<file path="config.mk">
export PLATFORM = sky130hd
export DESIGN_NAME = ttsp_ctrl
export DESIGN_NICKNAME = d
export VERILOG_FILES = /design/src/rtl/ttsp_pkg.sv /design/src/rtl/ttsp_ctrl.sv
export SDC_FILE = /design/constraint.sdc
export NUM_CORES = 1
export LEC_CHECK = 0
export ABC_AREA = 0
export BUFFER_PORTS_ARGS = -buffer_cell sky130_fd_sc_hd__buf_2
export CAP_MARGIN = 20
export CORE_AREA = 2 2 39 41
export DETAILED_ROUTE_END_ITERATION = 8
export DIE_AREA = 0 0 41 43
export GPL_ROUTABILITY_DRIVEN = 0
export PLACE_DENSITY_LB_ADDON = 0.12
export SYNTH_ARGS = -nofsm -noshare
export SYNTH_HDL_FRONTEND = slang
export SYNTH_SLANG_ARGS = --single-unit
</file>
<file path="constraint.sdc">
create_clock -name clk -period 1 [get_ports clk]
set_input_delay 0.15 -clock clk [delete_from_list [all_inputs] [get_ports clk]]
set_output_delay 0.15 -clock clk [all_outputs]
set_load 0.02 [all_outputs]
</file>
<file path="src/rtl/ttsp_pkg.sv">
`timescale 1ns / 1ps
// Shared types, constants and helper functions for the transposition table.
// Used by ttsp_ctrl, ttsp_dpath and transposition_table_store_probe.
package ttsp_pkg;

  // Table geometry. The slot count is a power of two by construction.
  localparam int IDX_BITS      = 14;
  localparam int TABLE_ENTRIES = 1 << IDX_BITS;

  // Stored entry layout.
  localparam int SCORE_BITS = 16;
  localparam int DEPTH_BITS = 8;
  localparam int KIND_W     = 2;
  localparam int ENTRY_W    = SCORE_BITS + DEPTH_BITS + KIND_W;

  // Request and result field widths.
  localparam int HASH_W      = 64;
  localparam int PLY_W       = 10;
  localparam int IN_DEPTH_W  = 8;
  localparam int IN_SCORE_W  = 16;
  localparam int WIN_W       = 16;
  localparam int OUT_SCORE_W = 16;
  localparam int THR_W       = 15;

  // Only the upper key bits are kept; the slot index supplies the rest.
  localparam int TAG_W = HASH_W - IDX_BITS;
  localparam int RAM_W = TAG_W + ENTRY_W;

  // Working width for score arithmetic: holds any input score plus or minus a ply.
  localparam int ADJ_W  = ((SCORE_BITS > IN_SCORE_W) ? SCORE_BITS : IN_SCORE_W) + 2;
  // Working width for depth comparisons.
  localparam int DCMP_W = (DEPTH_BITS > IN_DEPTH_W) ? DEPTH_BITS : IN_DEPTH_W;

  localparam logic signed [ADJ_W-1:0] SCORE_HI =
    ADJ_W'((64'd1 << (SCORE_BITS - 1)) - 64'd1);
  localparam logic signed [ADJ_W-1:0] SCORE_LO = -SCORE_HI - ADJ_W'(1);
  localparam logic [DCMP_W-1:0] DEPTH_MAX = DCMP_W'((64'd1 << DEPTH_BITS) - 64'd1);

  localparam logic [THR_W-1:0] THR_RESET = THR_W'(32000);

  // Command codes.
  localparam logic CMD_PROBE = 1'b0;
  localparam logic CMD_STORE = 1'b1;

  // Bound kinds.
  localparam logic [KIND_W-1:0] KIND_EXACT = 2'd0;
  localparam logic [KIND_W-1:0] KIND_LOW   = 2'd1;
  localparam logic [KIND_W-1:0] KIND_HIGH  = 2'd2;

  // Configuration register index (paddr bit 2).
  localparam logic REG_MATE_THR = 1'b0;

  // Stream widths.
  localparam int IN_DATA_W  = 136;
  localparam int IN_USER_W  = 1;
  localparam int OUT_DATA_W = 16;
  localparam int OUT_USER_W = 2;
  localparam int APB_AW     = 3;
  localparam int APB_DW     = 32;

  typedef struct packed {
    logic                    command;
    logic [HASH_W-1:0]       hash;
    logic [PLY_W-1:0]        ply;
    logic [IN_DEPTH_W-1:0]   depth;
    logic [IN_SCORE_W-1:0]   score;
    logic [KIND_W-1:0]       kind;
    logic [WIN_W-1:0]        alpha;
    logic [WIN_W-1:0]        beta;
  } req_t;

  // Controller to datapath.
  typedef struct packed {
    logic clr_step;  // write zeros at the clear pointer and advance it
    logic accept;    // latch the request and start the table read
    logic finish;    // decide, write back and load the result register
  } dp_cmd_t;

  // Datapath to controller.
  typedef struct packed {
    logic clr_last;  // clear pointer sits on the last slot
    logic out_free;  // result register can take a new result this cycle
  } dp_sts_t;

  // Clamp a working-width score into the stored score range.
  function automatic logic signed [ADJ_W-1:0] sat_score(input logic signed [ADJ_W-1:0] v);
    logic signed [ADJ_W-1:0] r;
    r = v;
    if (v > SCORE_HI) r = SCORE_HI;
    if (v < SCORE_LO) r = SCORE_LO;
    return r;
  endfunction

  // Mate test: absolute value at or above the threshold.
  function automatic logic is_mate(input logic signed [ADJ_W-1:0] v,
                                   input logic [THR_W-1:0] thr);
    logic signed [ADJ_W-1:0] a;
    logic signed [ADJ_W-1:0] t;
    a = (v < 0) ? -v : v;
    t = ADJ_W'(thr);
    return a >= t;
  endfunction

endpackage

</file>
<file path="src/rtl/ttsp_ctrl.sv">
`timescale 1ns / 1ps
// Sequencing controller: clearing pass after reset, then read and decide cycles.
// Depends on ttsp_pkg.
module ttsp_ctrl (
  input  logic              clk,
  input  logic              rst_n,
  input  logic              in_tvalid,
  output logic              in_tready,
  input  ttsp_pkg::dp_sts_t sts,
  output ttsp_pkg::dp_cmd_t cmd
);

  typedef enum logic [2:0] {
    ST_CLEAR = 3'b001,
    ST_IDLE  = 3'b010,
    ST_LOOK  = 3'b100
  } state_t;

  state_t state_r, state_nxt;

  always_comb begin
    state_nxt = state_r;
    cmd       = '0;
    in_tready = 1'b0;
    unique case (state_r)
      ST_CLEAR: begin
        cmd.clr_step = 1'b1;
        if (sts.clr_last) begin
          state_nxt = ST_IDLE;
        end
      end
      ST_IDLE: begin
        in_tready = 1'b1;
        if (in_tvalid) begin
          cmd.accept = 1'b1;
          state_nxt  = ST_LOOK;
        end
      end
      ST_LOOK: begin
        // Hold here while the previous result is still waiting downstream.
        if (sts.out_free) begin
          cmd.finish = 1'b1;
          state_nxt  = ST_IDLE;
        end
      end
      default: begin
        state_nxt = ST_CLEAR;
      end
    endcase
  end

  always_ff @(posedge clk) begin
    if (!rst_n) begin
      state_r <= ST_CLEAR;
    end else begin
      state_r <= state_nxt;
    end
  end

endmodule

</file>
==> results.cfg <==
[run_status]
status = finished with violations
violations = negative setup slack

[timing]
skew_ns = 0.00335
rsz0062_at_grt = true
setup_violations = 5
min_period_ns = 1.21
whs_ns = 0.108
fin_crit_sh = 1.21
fin_ws_ns = -0.213
finalHoldViolCount = 0
tightest_slew_ns = 0.162
max_freq_mhz = 824
slew_violations = 0
relSlewSlack = 0.891

[worst_setup_path]
critPathRequiredTime_ns = 0.85
worstPathMaxFanout = 3
cp-end-kind = output pin
worstReg2RegEnd = state_r[1]$_SDFFE_PN0P_
r2r_slack_ns = -0.07
reg2reg_from = state_r[0]$_SDFFE_PN1P_
critPathKind = reg2out
worstRegToRegCells = 3
crit_path_start_kind = flip-flop
worstPathArrival_ns = 1.06

[routing]
drt-total-wl_microns = 462
drcViolationCount = 0
first_iter_violations = 2
num_vias = 188
dr.pass1.iters = 2
viasPerCell = 3.84
ant_nets = 0
wl_per_cell_microns = 9.43

[die]
core.rowCount = 14
coreArea_sq_mm = 0.00138
dieHeight_microns = 43
initial_core_util = 0.112
die_w_microns = 41
die_area_sq_mm = 0.00176
io_pins = 9

[cts]
cts_sinks = 3
cts_buffers = 3
clock_latency_ns = 0.24
cts_max_path_buffers = 2
cts_hold_buffers = 0
cts.clk_slew.worst_paths_ns = 0.04
cts-root-buf = clkbuf_4
htreeDepth = 1
cts_tree = yes

[finish]
drive_gt1_frac = 0.788
largest_reg_flops = 3
finalNetCount = 39
syn2layout_area_growth_pct = 133
reg_top3 = state_r: 3 flops
seqCellArea_sq_um = 68.8
multi_input_area_sq_um = 144
finalNonFillerCells = 49
diodes = 0
registers.top_by_ff_count = state_r
fillCellCount = 160

[global_routing]
grt_overflow = 0
gr-usage-all-layers = 0.0732
grt_max_degree = 6
grt_pass1_wl_microns = 779
antenna_found_initial = 0
grt_pass1_vias = 206

[min_path]
min_path_cells = 2
min_to = state_r[0]$_SDFFE_PN1P_
min_path_type = in2reg
min_from = rst_n

[yosys]
syn_avg_cell_area_sq_um = 9.13
ys_seq_area_frac = 0.387
ys_seq_elements = 3
ys_warn_count = 0
synth_cells = 17
yosysUniqueCellTypes = 12
synth_fp_nets = 22
synth_area_sq_um = 155

[placement]
portBuffers = 8
dpl.hpwl_microns = 320
dp_slack_ns = -0.00823
dpl.cell_count = 42

[pwr]
power_leakage_nw = 0.159
power_w = 0.000456
power-per-cell-area_mw_per_mm2 = 1260
vdd_drop_max_uv = 312

[run]
drv_cap = 0
[cell usage after synthesis (all sizes together)]
cell	number	area share
dfxtp	3	0.39
nand2b	2	0.081
nor3	2	0.065
nor3b	2	0.16
a21oi	1	0.032
and2	1	0.040
and3b	1	0.056
inv	1	0.024
nor2	1	0.024
o21ai	1	0.032
o22ai	1	0.040
o31a	1	0.056
[power breakdown]
group          internal (W)  switching, W  total (W)
clock              0.000150     0.0000703   0.000220
combinational     0.0000573     0.0000439   0.000101
sequential         0.000126    0.00000849   0.000134
total              0.000333      0.000123   0.000456
[worst max-delay path by stage]
| stage | from | cells after the start | to |
|---|---|---|---|
| 2_1_floorplan | state_r[0]$_SDFFE_PN1P_ | 3 | state_r[0]$_SDFFE_PN1P_ |
| 3_3_place_gp | state_r[0]$_SDFFE_PN1P_ | 3 | state_r[1]$_SDFFE_PN0P_ |
| 3_5_place_dp | state_r[1]$_SDFFE_PN0P_ | 3 | cmd[0] |
| 4_1_cts | state_r[1]$_SDFFE_PN0P_ | 3 | cmd[0] |
| 5_1_grt | state_r[1]$_SDFFE_PN0P_ | 3 | cmd[0] |
| 6_report | state_r[1]$_SDFFE_PN0P_ | 3 | cmd[0] |
[stage by stage]
stage | TNS, ns | utilization | instance area (sq um)
final | -0.777 | 0.261 | 362
after global routing | -1.02 | 0.261 | 362
after CTS | -0.798 | 0.251 | 348
after detailed placement | -0.00823 | 0.189 | 262
after global placement | -0.0232 | 0.189 | 262
after floorplan | -0.0605 | - | 194
[area by class of cell]
type | count | share of cell area
multi-input combinational | 13 | 0.398
timing repair buffer | 12 | 0.273
sequential | 3 | 0.190
clock buffer | 4 | 0.0727
tap | 16 | 0.0554
inverter | 1 | 0.0104
[layer usage]
layer / wire length [microns] / GRT usage
met5: 0 / 0
met4: 19 / 0.100
met3: 19 / 0.0209
met2: 248 / 0.0938
met1: 176 / 0.0769
[critical path, cell delays in order, from the launching register on]
cell and delay [ns]:
dfxtp_4 0.34, nand2b_4 0.15, nor3b_4 0.19, buf_6 0.14
[layout by cell type, fill, tap and decap left out]
cell | netlist | routed
nor3_4 | 0 | 1
nor3_1 | 2 | 1
buf_6 | 0 | 5
and3b_1 | 1 | 1
buf_2 | 0 | 4
clkbuf_1 | 0 | 1
inv_1 | 1 | 1
o22ai_1 | 1 | 1
nand2b_4 | 0 | 2
buf_4 | 0 | 3
and2_4 | 0 | 1
dfxtp_2 | 0 | 1
clkbuf_4 | 0 | 3
nor2_4 | 0 | 1
a21oi_1 | 1 | 1
nor3b_4 | 0 | 2
o21ai_2 | 0 | 1
o31a_1 | 1 | 1
dfxtp_4 | 0 | 2
[cells by family after synthesis]
group / after synthesis / synth area share
buffers and inverters: 1 / 0.0242
AND/OR/NAND/NOR: 9 / 0.427
flip-flops: 3 / 0.387
AO/OA/AOI/OAI: 4 / 0.161
[timing repair]
| action | in CTS | in global routing |
|---|---|---|
| hold endpoints to repair | 0 | 0 |
| buffers inserted | 3 | 0 |
| gates resized for setup | 13 | 3 |
| setup endpoints to repair | 5 | 6 |
| gates cloned | 0 | 0 |
| pin swaps | 1 | 3 |
Note: power is estimated with default switching activity, not from simulation.
